`config.mk`:
```
export PLATFORM = sky130hd
export DESIGN_NAME = intel_hex_record_parser_flat
export DESIGN_NICKNAME = d
export VERILOG_FILES = /design/src/ihex_pkg.sv /design/src/ihex_char_if.sv /design/src/ihex_result_if.sv /design/src/ihex_step.sv /design/src/ihex_out_stage.sv /design/src/intel_hex_record_parser.sv /design/src/flat_wrapper.sv
export SDC_FILE = /design/constraint.sdc
export NUM_CORES = 1
export LEC_CHECK = 0
export ABC_AREA = 1
export BUFFER_PORTS_ARGS = -buffer_cell sky130_fd_sc_hd__buf_2
export CELL_PAD_IN_SITES_DETAIL_PLACEMENT = 2
export CELL_PAD_IN_SITES_GLOBAL_PLACEMENT = 2
export CORE_MARGIN = 2
export CORE_UTILIZATION = 36
export CTS_BUF_LIST = sky130_fd_sc_hd__clkbuf_8
export DETAILED_ROUTE_END_ITERATION = 10
export PLACE_DENSITY = 0.89
export SYNTH_ARGS = -nofsm -noshare
export SYNTH_HDL_FRONTEND = slang
export SYNTH_HIERARCHICAL = 1
export SYNTH_SLANG_ARGS = --single-unit
export TNS_END_PERCENT = 30
```
`constraint.sdc`:
```
create_clock -name clk -period 5.6 [get_ports clk]
set_clock_uncertainty 0.05 [all_clocks]
set_input_delay 0.56 -clock clk [delete_from_list [all_inputs] [get_ports clk]]
set_output_delay 0.56 -clock clk [all_outputs]
set_load 0.05 [all_outputs]
```
`src/ihex_pkg.sv`:
```
// ----------------------------------------------------------------------------
// ihex_pkg: shared types and constants of the HEX record parser
// Character codes, record types, result kinds, the parser state record and
// the hex digit decoder.
// ----------------------------------------------------------------------------
package ihex_pkg;

  localparam logic [7:0] CH_COLON = 8'h3A;
  localparam logic [7:0] CH_LF    = 8'h0A;

  localparam logic [7:0] TYPE_DATA    = 8'd0;
  localparam logic [7:0] TYPE_EOF     = 8'd1;
  localparam logic [7:0] TYPE_EXT_SEG = 8'd2;
  localparam logic [7:0] TYPE_EXT_LIN = 8'd4;
  localparam logic [7:0] EXT_LEN      = 8'd2;

  // Header is eight digits; a line needs header plus checksum at minimum.
  localparam logic [9:0] HDR_NIBBLES = 10'd8;
  localparam logic [9:0] LINE_MIN    = 10'd10;
  localparam logic [9:0] FIRST_DATA  = 10'd9;
  localparam logic [9:0] MAX_NIBBLES = 10'd520;

  localparam logic [31:0] EXT_WRAP = 32'h6000_0000;

  typedef enum logic [1:0] {
    PH_COLON,
    PH_REC,
    PH_EXT_BAD,
    PH_EXT_DONE
  } phase_t;

  typedef enum logic [1:0] {
    FIN_RUN,
    FIN_END,
    FIN_ERR
  } finish_t;

  typedef enum logic [2:0] {
    KIND_WRITE   = 3'd0,
    KIND_DROP    = 3'd1,
    KIND_OK      = 3'd2,
    KIND_IGNORED = 3'd3,
    KIND_END     = 3'd4,
    KIND_ERROR   = 3'd5
  } kind_t;

  typedef struct packed {
    phase_t      phase;
    logic [9:0]  nibble_count;
    logic [3:0]  high_nibble;
    logic [7:0]  record_length;
    logic [15:0] record_address;
    logic [7:0]  record_type;
    logic [7:0]  running_sum;
    logic [15:0] field_value;
    logic [31:0] ext_base;
    logic [31:0] byte_total;
    finish_t     finished;
  } state_t;

  typedef struct packed {
    kind_t       kind;
    logic [31:0] address;
    logic [7:0]  data;
    logic [31:0] total_bytes;
  } result_t;

  localparam state_t STATE_RESET = '{
    phase:          PH_COLON,
    nibble_count:   10'd0,
    high_nibble:    4'd0,
    record_length:  8'd0,
    record_address: 16'd0,
    record_type:    8'd0,
    running_sum:    8'd0,
    field_value:    16'd0,
    ext_base:       32'd0,
    byte_total:     32'd0,
    finished:       FIN_RUN
  };

  typedef struct packed {
    logic       ok;
    logic [3:0] value;
  } digit_t;

  // Upper and lower case letters share the low nibble offset of nine.
  function automatic digit_t hex_digit(input logic [7:0] c);
    digit_t d;
    d.ok    = 1'b1;
    d.value = 4'd0;
    if (c inside {[8'h30:8'h39]}) begin
      d.value = c[3:0];
    end else if (c inside {[8'h41:8'h46], [8'h61:8'h66]}) begin
      d.value = c[3:0] + 4'd9;
    end else begin
      d.ok = 1'b0;
    end
    return d;
  endfunction

endpackage

```
`src/ihex_char_if.sv`:
```
// ----------------------------------------------------------------------------
// ihex_char_if: character channel
// Carries one ASCII character per word with a valid/ready handshake.
// ----------------------------------------------------------------------------
interface ihex_char_if;
  logic       valid;
  logic       ready;
  logic [7:0] ch;

  modport source (output valid, output ch, input ready);
  modport sink (input valid, input ch, output ready);
endinterface

```
`src/ihex_result_if.sv`:
```
// ----------------------------------------------------------------------------
// ihex_result_if: parser result channel
// Carries one result word (kind, address, data, running byte total).
// ----------------------------------------------------------------------------
interface ihex_result_if;
  logic        valid;
  logic        ready;
  logic [2:0]  kind;
  logic [31:0] address;
  logic [7:0]  data;
  logic [31:0] total_bytes;

  modport source (output valid, output kind, output address, output data,
                  output total_bytes, input ready);
  modport sink (input valid, input kind, input address, input data,
                input total_bytes, output ready);
endinterface

```
`src/ihex_step.sv`:
```
// ----------------------------------------------------------------------------
// ihex_step: one-character parser step
// Works out the next parser state and the optional result for one character.
// ----------------------------------------------------------------------------
module ihex_step #(
  parameter logic [31:0] MEMORY_BYTES = 32'd262144
) (
  input  ihex_pkg::state_t  cur,
  input  logic [7:0]        ch,
  output ihex_pkg::state_t  nxt,
  output logic              res_valid,
  output ihex_pkg::result_t res
);

  always_comb begin
    logic [9:0]        p;
    logic [9:0]        req;
    logic              ext;
    ihex_pkg::digit_t  d;
    logic              go;
    logic [7:0]        b;
    logic [9:0]        off;
    logic [8:0]        k;
    logic [7:0]        sum_b;
    logic [31:0]       a;
    logic [32:0]       tsum;
    logic [31:0]       nb;

    p     = cur.nibble_count;
    req   = ihex_pkg::LINE_MIN + {1'b0, cur.record_length, 1'b0};
    ext   = ((cur.record_type == ihex_pkg::TYPE_EXT_SEG) ||
             (cur.record_type == ihex_pkg::TYPE_EXT_LIN)) &&
            (cur.record_length == ihex_pkg::EXT_LEN);
    d     = ihex_pkg::hex_digit(ch);
    go    = 1'b0;
    b     = {cur.high_nibble, d.value};
    off   = p - ihex_pkg::FIRST_DATA;
    k     = off[9:1];
    sum_b = cur.running_sum + b;
    a     = cur.ext_base + {16'd0, cur.record_address} + {23'd0, k};
    tsum  = {1'b0, cur.byte_total} + {25'd0, b};
    nb    = (cur.record_type == ihex_pkg::TYPE_EXT_SEG) ?
            {12'd0, cur.field_value, 4'd0} : {cur.field_value, 16'd0};
    if (nb >= ihex_pkg::EXT_WRAP) begin
      nb = nb - ihex_pkg::EXT_WRAP;
    end

    nxt             = cur;
    res_valid       = 1'b0;
    res.kind        = ihex_pkg::KIND_OK;
    res.address     = 32'd0;
    res.data        = 8'd0;
    res.total_bytes = cur.byte_total;

    if (cur.finished != ihex_pkg::FIN_RUN) begin
      // Parsing is over: characters are swallowed silently.
    end else if (cur.phase == ihex_pkg::PH_COLON) begin
      if (ch != ihex_pkg::CH_COLON) begin
        nxt.finished = ihex_pkg::FIN_ERR;
        res_valid    = 1'b1;
        res.kind     = ihex_pkg::KIND_ERROR;
      end else begin
        nxt                = ihex_pkg::STATE_RESET;
        nxt.phase          = ihex_pkg::PH_REC;
        nxt.ext_base       = cur.ext_base;
        nxt.byte_total     = cur.byte_total;
      end
    end else if (ch == ihex_pkg::CH_LF) begin
      res_valid = 1'b1;
      if ((p < ihex_pkg::LINE_MIN) || (p < req)) begin
        nxt.finished = ihex_pkg::FIN_ERR;
        res.kind     = ihex_pkg::KIND_ERROR;
      end else begin
        nxt.phase = ihex_pkg::PH_COLON;
        if (cur.record_type == ihex_pkg::TYPE_DATA) begin
          res.kind = ihex_pkg::KIND_OK;
        end else if (cur.record_type == ihex_pkg::TYPE_EOF) begin
          nxt.finished = ihex_pkg::FIN_END;
          res.kind     = ihex_pkg::KIND_END;
        end else if (ext && (cur.phase == ihex_pkg::PH_EXT_DONE)) begin
          res.kind = ihex_pkg::KIND_OK;
        end else begin
          res.kind = ihex_pkg::KIND_IGNORED;
        end
      end
    end else if ((p < ihex_pkg::HDR_NIBBLES) || (p < req)) begin
      nxt.nibble_count = p + 10'd1;
      if ((p < ihex_pkg::HDR_NIBBLES) || (cur.record_type == ihex_pkg::TYPE_DATA)) begin
        if (!d.ok) begin
          nxt.finished = ihex_pkg::FIN_ERR;
          res_valid    = 1'b1;
          res.kind     = ihex_pkg::KIND_ERROR;
        end else begin
          go = 1'b1;
        end
      end else if (ext && (cur.phase != ihex_pkg::PH_EXT_BAD)) begin
        if (!d.ok) begin
          nxt.phase = ihex_pkg::PH_EXT_BAD;
        end else begin
          go = 1'b1;
        end
      end

      if (go) begin
        if (!p[0]) begin
          nxt.high_nibble = d.value;
        end else if (p < ihex_pkg::HDR_NIBBLES) begin
          nxt.running_sum = sum_b;
          case (p[2:1])
            2'd0: nxt.record_length = b;
            2'd1: nxt.record_address = {b, 8'd0};
            2'd2: nxt.record_address = {cur.record_address[15:8], b};
            default: begin
              nxt.record_type = b;
              if (b == ihex_pkg::TYPE_DATA) begin
                tsum = {1'b0, cur.byte_total} + {25'd0, cur.record_length};
                nxt.byte_total = tsum[32] ? '1 : tsum[31:0];
              end
            end
          endcase
        end else if (k < {1'b0, cur.record_length}) begin
          nxt.running_sum = sum_b;
          if (cur.record_type == ihex_pkg::TYPE_DATA) begin
            res_valid   = 1'b1;
            res.kind    = (a >= MEMORY_BYTES) ? ihex_pkg::KIND_DROP : ihex_pkg::KIND_WRITE;
            res.address = a;
            res.data    = b;
          end else begin
            nxt.field_value = {cur.field_value[7:0], b};
          end
        end else if (sum_b != 8'd0) begin
          if (cur.record_type == ihex_pkg::TYPE_DATA) begin
            nxt.finished = ihex_pkg::FIN_ERR;
            res_valid    = 1'b1;
            res.kind     = ihex_pkg::KIND_ERROR;
          end else begin
            nxt.phase = ihex_pkg::PH_EXT_BAD;
          end
        end else if (ext) begin
          nxt.ext_base = nb;
          nxt.phase    = ihex_pkg::PH_EXT_DONE;
        end
      end
    end
  end

endmodule

```
`src/ihex_out_stage.sv`:
```
// ----------------------------------------------------------------------------
// ihex_out_stage: result register
// Holds one result word until the receiver takes it.
// ----------------------------------------------------------------------------
module ihex_out_stage (
  input  logic                clk,
  input  logic                rst,
  input  logic                take,
  input  logic                res_valid,
  input  ihex_pkg::result_t   res,
  output logic                free,
  ihex_result_if.source       results
);

  logic              valid;
  ihex_pkg::result_t payload;

  assign free = !valid || results.ready;

  always_ff @(posedge clk) begin
    if (rst) begin
      valid <= 1'b0;
    end else if (take && res_valid) begin
      valid <= 1'b1;
    end else if (results.ready) begin
      valid <= 1'b0;
    end
  end

  always_ff @(posedge clk) begin
    if (take && res_valid) begin
      payload <= res;
    end
  end

  assign results.valid       = valid;
  assign results.kind        = payload.kind;
  assign results.address     = payload.address;
  assign results.data        = payload.data;
  assign results.total_bytes = payload.total_bytes;

endmodule

```
`src/intel_hex_record_parser.sv`:
```
// ----------------------------------------------------------------------------
// intel_hex_record_parser: streaming HEX record parser
// Parses HEX text one character per word and reports writes and record status.
// ----------------------------------------------------------------------------
// The text channel takes one ASCII character per word; LF closes a line. The
// results channel gives at most one word per character: a write or dropped
// byte as each data byte completes, a status word when a line closes, or a
// sticky error word. After an end record or an error, characters are still
// accepted but give nothing until reset.
// A character is captured in the input register, is parsed by the step logic
// and its result word lands in the result register. The block takes one
// character per cycle for as long as the receiver keeps up; the only feedback
// loop is the parser state update.
// When the receiver stalls, the result register holds its word and the input
// register takes one more character only if it is empty; the text channel's
// ready then stays low until the result word is taken.
// Reset (rst, synchronous) empties both registers, clears the extended base
// and the byte total, and puts the parser back to waiting for a colon.
// ----------------------------------------------------------------------------
module intel_hex_record_parser #(
  parameter logic [31:0] MEMORY_BYTES = 32'd262144
) (
  input  logic          clk,
  input  logic          rst,
  ihex_char_if.sink     text,
  ihex_result_if.source results
);

  // Input register.
  logic       in_valid;
  logic [7:0] in_ch;

  // Parser state and step results.
  ihex_pkg::state_t  state;
  ihex_pkg::state_t  state_next;
  logic              step_valid;
  ihex_pkg::result_t step_res;

  logic out_free;
  logic advance;

  // A held character moves on when the result register has room for its word.
  assign advance    = in_valid && out_free;
  assign text.ready = !in_valid || advance;

  always_ff @(posedge clk) begin
    if (rst) begin
      in_valid <= 1'b0;
    end else if (text.valid && text.ready) begin
      in_valid <= 1'b1;
    end else if (advance) begin
      in_valid <= 1'b0;
    end
  end

  always_ff @(posedge clk) begin
    if (text.valid && text.ready) begin
      in_ch <= text.ch;
    end
  end

  always_ff @(posedge clk) begin
    if (rst) begin
      state <= ihex_pkg::STATE_RESET;
    end else if (advance) begin
      state <= state_next;
    end
  end

  ihex_step #(
    .MEMORY_BYTES (MEMORY_BYTES)
  ) u_step (
    .cur       (state),
    .ch        (in_ch),
    .nxt       (state_next),
    .res_valid (step_valid),
    .res       (step_res)
  );

  ihex_out_stage u_out (
    .clk       (clk),
    .rst       (rst),
    .take      (advance),
    .res_valid (step_valid),
    .res       (step_res),
    .free      (out_free),
    .results   (results)
  );

  // Once parsing has ended, no further result may be produced.
  a_quiet_after_finish : assert property (@(posedge clk) disable iff (rst)
    (state.finished != ihex_pkg::FIN_RUN) |-> !step_valid)
    else $error("result produced after parsing finished");

  // The finished state is sticky until reset.
  a_finish_sticky : assert property (@(posedge clk) disable iff (rst)
    (state.finished != ihex_pkg::FIN_RUN) |=> (state.finished != ihex_pkg::FIN_RUN))
    else $error("finished state cleared without reset");

  // A write is only ever issued inside the memory.
  a_write_in_range : assert property (@(posedge clk) disable iff (rst)
    (step_valid && (step_res.kind == ihex_pkg::KIND_WRITE)) |->
      (step_res.address < MEMORY_BYTES))
    else $error("write issued outside the memory");

  // The digit counter never runs past the longest possible record.
  a_nibble_bound : assert property (@(posedge clk) disable iff (rst)
    state.nibble_count <= ihex_pkg::MAX_NIBBLES)
    else $error("digit counter beyond longest record");

endmodule
```
`src/flat_wrapper.sv`:
```
// flat-port wrapper written by rule: the top's interface ports become plain ports
module intel_hex_record_parser_flat 
#(
  parameter logic [31:0] MEMORY_BYTES = 32'd262144
)
  (clk, rst, text_valid, text_ch, text_ready, results_valid, results_kind, results_address, results_data, results_total_bytes, results_ready);
  ihex_char_if text_i ();
  ihex_result_if results_i ();
  input  logic clk;
  input  logic rst;
  input wire logic [$bits(text_i.valid)-1:0] text_valid;
  input wire logic [$bits(text_i.ch)-1:0] text_ch;
  output wire logic [$bits(text_i.ready)-1:0] text_ready;
  output wire logic [$bits(results_i.valid)-1:0] results_valid;
  output wire logic [$bits(results_i.kind)-1:0] results_kind;
  output wire logic [$bits(results_i.address)-1:0] results_address;
  output wire logic [$bits(results_i.data)-1:0] results_data;
  output wire logic [$bits(results_i.total_bytes)-1:0] results_total_bytes;
  input wire logic [$bits(results_i.ready)-1:0] results_ready;
  assign text_i.valid = text_valid;
  assign text_i.ch = text_ch;
  assign text_ready = text_i.ready;
  assign results_valid = results_i.valid;
  assign results_kind = results_i.kind;
  assign results_address = results_i.address;
  assign results_data = results_i.data;
  assign results_total_bytes = results_i.total_bytes;
  assign results_i.ready = results_ready;
  intel_hex_record_parser #(.MEMORY_BYTES(MEMORY_BYTES)) u_core (.clk(clk), .rst(rst), .text(text_i), .results(results_i));
endmodule
```
==> summary.md <==
| Metric | Value |
|---|---|
| RSZ-0062 raised after global routing | no |
| Overall die area | 0.0469 mm² |
| Dpl cell area | about 0.017 mm² |
| Global-route wire length before repair | around 120000 µm |
| Number of unique standard cell types used by synthesis | between 50 and 60 |
| Leakage power figure | 8.90 nW |
| Most frequent cell after synthesis | sky130_fd_sc_hd__nand2_1 |
| Insertion delay to the later sink of the worst-skew pair | 670 ps |
| Number of instances in the synthesized netlist | between 2k and 2.5k |
| Actual slew at the worst max-slew pin | about 980 ps |
| Filler-free cell count of the finished design | approximately 3.2k |
| Period Utilization, post-route | 0.951 |
| Number of clock buffers inserted by TritonCTS | 46 |
| I/O pins | 89 |
| Post-Place Cells | 3083 |
| Clk pin slew, worst setup/hold paths | roughly 60 ps |
| Relative slew margins | 0.337 |
| Timing startpoint of the critical path | u_core/in_ch[1] |
| Half-perimeter wire length after placement | about 48000 µm |
| Kind of cell adding the most delay to the critical path | simple AND/OR/NAND/NOR gates |
| H-tree Lvls | 2 |
| Initial antenna violation count | 1 |
| Biggest area contributors in the synthesized netlist | sky130_fd_sc_hd__dfxtp_1, sky130_fd_sc_hd__nand2_1, sky130_fd_sc_hd__edfxtp_1, sky130_fd_sc_hd__nor2_1, sky130_fd_sc_hd__inv_1 |
| Startpoint type of the worst setup path | flip-flop |
| Number of setup violations in the final report | 0 |
| Number of detailed-routing iterations run before antenna repair | 6 |
| Number of vias after detailed routing | 17.6k |
| Final Max Slew Viols | 0 |
| Max Fanout on Critical Path | between 70 and 80 |
| Post-synth EDFFs | 83 |
| Cell mode on critical path | sky130_fd_sc_hd__nand2_1 |
| Required arrival time at the worst endpoint | around 5800 ps |
| Congestion Overflow GR | 0 |
| Kind of critical path | reg2reg |
| CTS root buf | sky130_fd_sc_hd__clkbuf_8 |
| Via density per instance | around 5.6 |
| Minimum clock period | 5330 ps |
| Sum of buffers and inverters on the critical path | 4 |
| Startpoint of the worst hold path | text_ch[5] |
| Synthesis-to-layout area growth | 9.85% |
| Mean Syn Cell Area | ~6.5 µm² |
| Maximum Capacitance Violations | 0 |
| Result of the run | finished, final reports clean |
| Delay contributed by the slowest stage of the critical path | around 450 ps |
| Most instantiated flip-flop cell in the synthesis netlist | sky130_fd_sc_hd__dfxtp_1 |
| Yosys warning count | 6 |
| Count of antenna-violating nets left after detailed routing | 0 |
| Worst Hold Class | in2reg |
| Largest area contributor in the synthesized netlist | sky130_fd_sc_hd__dfxtp_1 |
| Pin count of the biggest net entering global routing | roughly 110 |
| Final routed wire length divided by cell count | between 20 and 25 µm |
| Slowest CP cell | sky130_fd_sc_hd__edfxtp_1 |
| Site Rows | 77 |
| Die span in x | around 220 µm |
| Count of input and output buffers | 88 |
| Via count of the first global-routing pass | between 15k and 20k |
| Final WL | ~76000 µm |
| Max frequency | 188 MHz |
| Clock Path Buffers | 3 |
| Post-layout instance area | about 0.018 mm² |
| GP Congestion | between 0.9 and 1 |
| Startpoint of the worst-slack reg-to-reg timing path | u_core/in_ch[1] |
| Vertical die dimension | between 200 and 250 µm |
| Post-synthesis instance area | 0.0163 mm² |
| Endpoint type of the worst setup path | flip-flop |
| DRC violations left | 0 |
| Number of hold-slack violations in the final timing report | 0 |
| Synth top area share | 0.172 |
| Filler cell count in the final layout | approximately 5.4k |
| Setup tns final | 0 ps |
| Flip-flop and latch count after synthesis | around 220 |
| Crit path DAT | between 5000 and 6000 ps |
| Synthesized netlist net count | ~2.6k |
| Starting utilization of the core area | 0.366 |
| Clock tree from TritonCTS | yes |
| Fraction of registers with async set or reset after synthesis | 0 |
| Sink Count | between 200 and 250 |
| Floorplan core area | 0.0444 mm² |
| Top cells by instance count after synthesis | sky130_fd_sc_hd__nand2_1, sky130_fd_sc_hd__nor2_1, sky130_fd_sc_hd__inv_1 |
| Ratio of total power to cell area | roughly 290 mW/mm² |
| Overall track demand over capacity in global routing | 0.325 |
| Total of hold buffers inserted after clock tree synthesis | 0 |
| Cell-by-cell trace of the critical path | inv_1 -> ha_1 -> nand3b_1 -> nand3_1 -> nand2_2 -> inv_2 -> nor2_4 -> ha_1 -> nand2_1 -> nand2_1 -> a21oi_1 -> nand2_1 -> xor2_1 -> nor2_1 -> nand3_1 -> nor2_1 -> or3_1 -> a21oi_1 -> nand2_1 -> clkinv_2 -> buf_12 |
| Max IR drop VDD | between 0.15 and 0.2 mV |
| Sequential-to-total area share from yosys stat | 0.326 |
| Net total in the final layout | 2631 |
| Violation count after the first detailed-route iteration | 1255 |
| Share of final-layout standard cells stronger than drive strength 1 | 0.0990 |
## cells by family after synthesis
family | count (synthesis) | synth area share
fa+ha+maj | 80 | 0.0671
flops | 223 | 0.326
simple gates | 1357 | 0.355
compound gates | 280 | 0.0989
xor+xnor | 35 | 0.0189
buf+inv | 519 | 0.135
## cells in the final DEF (no fill, tap or decap), drive strengths merged, types with 5 or more instances in the layout
cell type | synthesis | layout
o31ai | 5 | 5
xnor2 | 13 | 13
nand3 | 125 | 125
xor2 | 22 | 22
clkbuf | 24 | 52
dfxtp | 140 | 140
a32oi | 12 | 12
o22ai | 26 | 26
inv | 406 | 425
nor3 | 32 | 32
nand3b | 10 | 10
ha | 68 | 68
a31oi | 13 | 13
a21oi | 77 | 77
edfxtp | 83 | 83
o21ai | 124 | 124
buf | 85 | 106
nor2 | 440 | 440
nand2 | 700 | 700
o211ai | 11 | 11
fa | 12 | 12
nor4 | 8 | 8
nand4 | 31 | 31
clkinv | 4 | 16
or2 | 8 | 8
## sequential cells by signal, indices dropped and copies added (netlist names)
signal                            count
u_core/state                        138
u_core/u_out/results.address         32
u_core/u_out/results.total_bytes     32
u_core/in_ch                          8
u_core/u_out/results.data             8
u_core/u_out/results.kind             3
u_core/in_valid                       1
u_core/u_out/results.valid            1
## final timing paths
check             slack (ps)                             endpoint  depth (start not counted)
setup / recovery         270  u_core/u_out/results.total_bytes[1]                         21
hold / removal            40                      u_core/in_ch[5]                          1
setup reg to reg         270  u_core/u_out/results.total_bytes[1]                         21
hold reg to reg          460  u_core/u_out/results.total_bytes[0]                          0
## per-layer routing
layer / global-route usage / wire length, µm
met5: 0 / 0
met3: 0.0472 / 3770
met1: 0.359 / 29500
met2: 0.579 / 37900
met4: 0.214 / 5100
## layout make-up
class / count / area (µm²) / area share
Clock buffer: 52 / 716 / 0.0401
Sequential cell: 223 / 5300 / 0.296
Multi-Input combinational cell: 1752 / 8790 / 0.492
Clock inverter: 33 / 169 / 0.00946
Inverter: 410 / 1560 / 0.0871
Timing Repair Buffer: 106 / 588 / 0.0329
Antenna cell: 2 / 5.00 / 0.000280
Tap cell: 592 / 741 / 0.0415
## power breakdown
| part | internal, mW | switching (mW) | total [mW] |
|---|---|---|---|
| combinational | 0.402 | 1.13 | 1.53 |
| sequential | 1.80 | 0.136 | 1.94 |
| clock | 0.897 | 0.872 | 1.77 |
| total | 3.10 | 2.13 | 5.23 |
## through the flow
stage / util / hold slack [ps] / total power [mW] / setup WS [ps]
2_1_floorplan: - / 439 / 2.92 / 574
5_1_grt: 0.402 / 36.5 / 5.46 / 122
6_report: 0.402 / 43.0 / 5.23 / 273
3_5_place_dp: 0.382 / 442 / 3.36 / 476
3_3_place_gp: 0.382 / 439 / 3.24 / 626
4_1_cts: 0.402 / 5.73 / 5.24 / 300
## what timing repair did
action                                  CTS  global route
resized for setup                         0             1
setup buffers                             0             0
endpoints found under the setup margin    0             1
## worst reg2reg max path, stage by stage, from the launching register on
cell,delay (ps)
sky130_fd_sc_hd__edfxtp_1,450
sky130_fd_sc_hd__inv_1,110
sky130_fd_sc_hd__ha_1,190
sky130_fd_sc_hd__nand3b_1,150
sky130_fd_sc_hd__nand3_1,170
sky130_fd_sc_hd__nand2_2,230
sky130_fd_sc_hd__inv_2,110
sky130_fd_sc_hd__nor2_4,450
sky130_fd_sc_hd__ha_1,420
sky130_fd_sc_hd__nand2_1,140
sky130_fd_sc_hd__nand2_1,70
sky130_fd_sc_hd__a21oi_1,130
sky130_fd_sc_hd__nand2_1,80
sky130_fd_sc_hd__xor2_1,240
sky130_fd_sc_hd__nor2_1,70
sky130_fd_sc_hd__nand3_1,280
sky130_fd_sc_hd__nor2_1,140
sky130_fd_sc_hd__or3_1,380
sky130_fd_sc_hd__a21oi_1,260
sky130_fd_sc_hd__nand2_1,170
sky130_fd_sc_hd__clkinv_2,160
sky130_fd_sc_hd__buf_12,270
(Power assumes the default switching activity.)
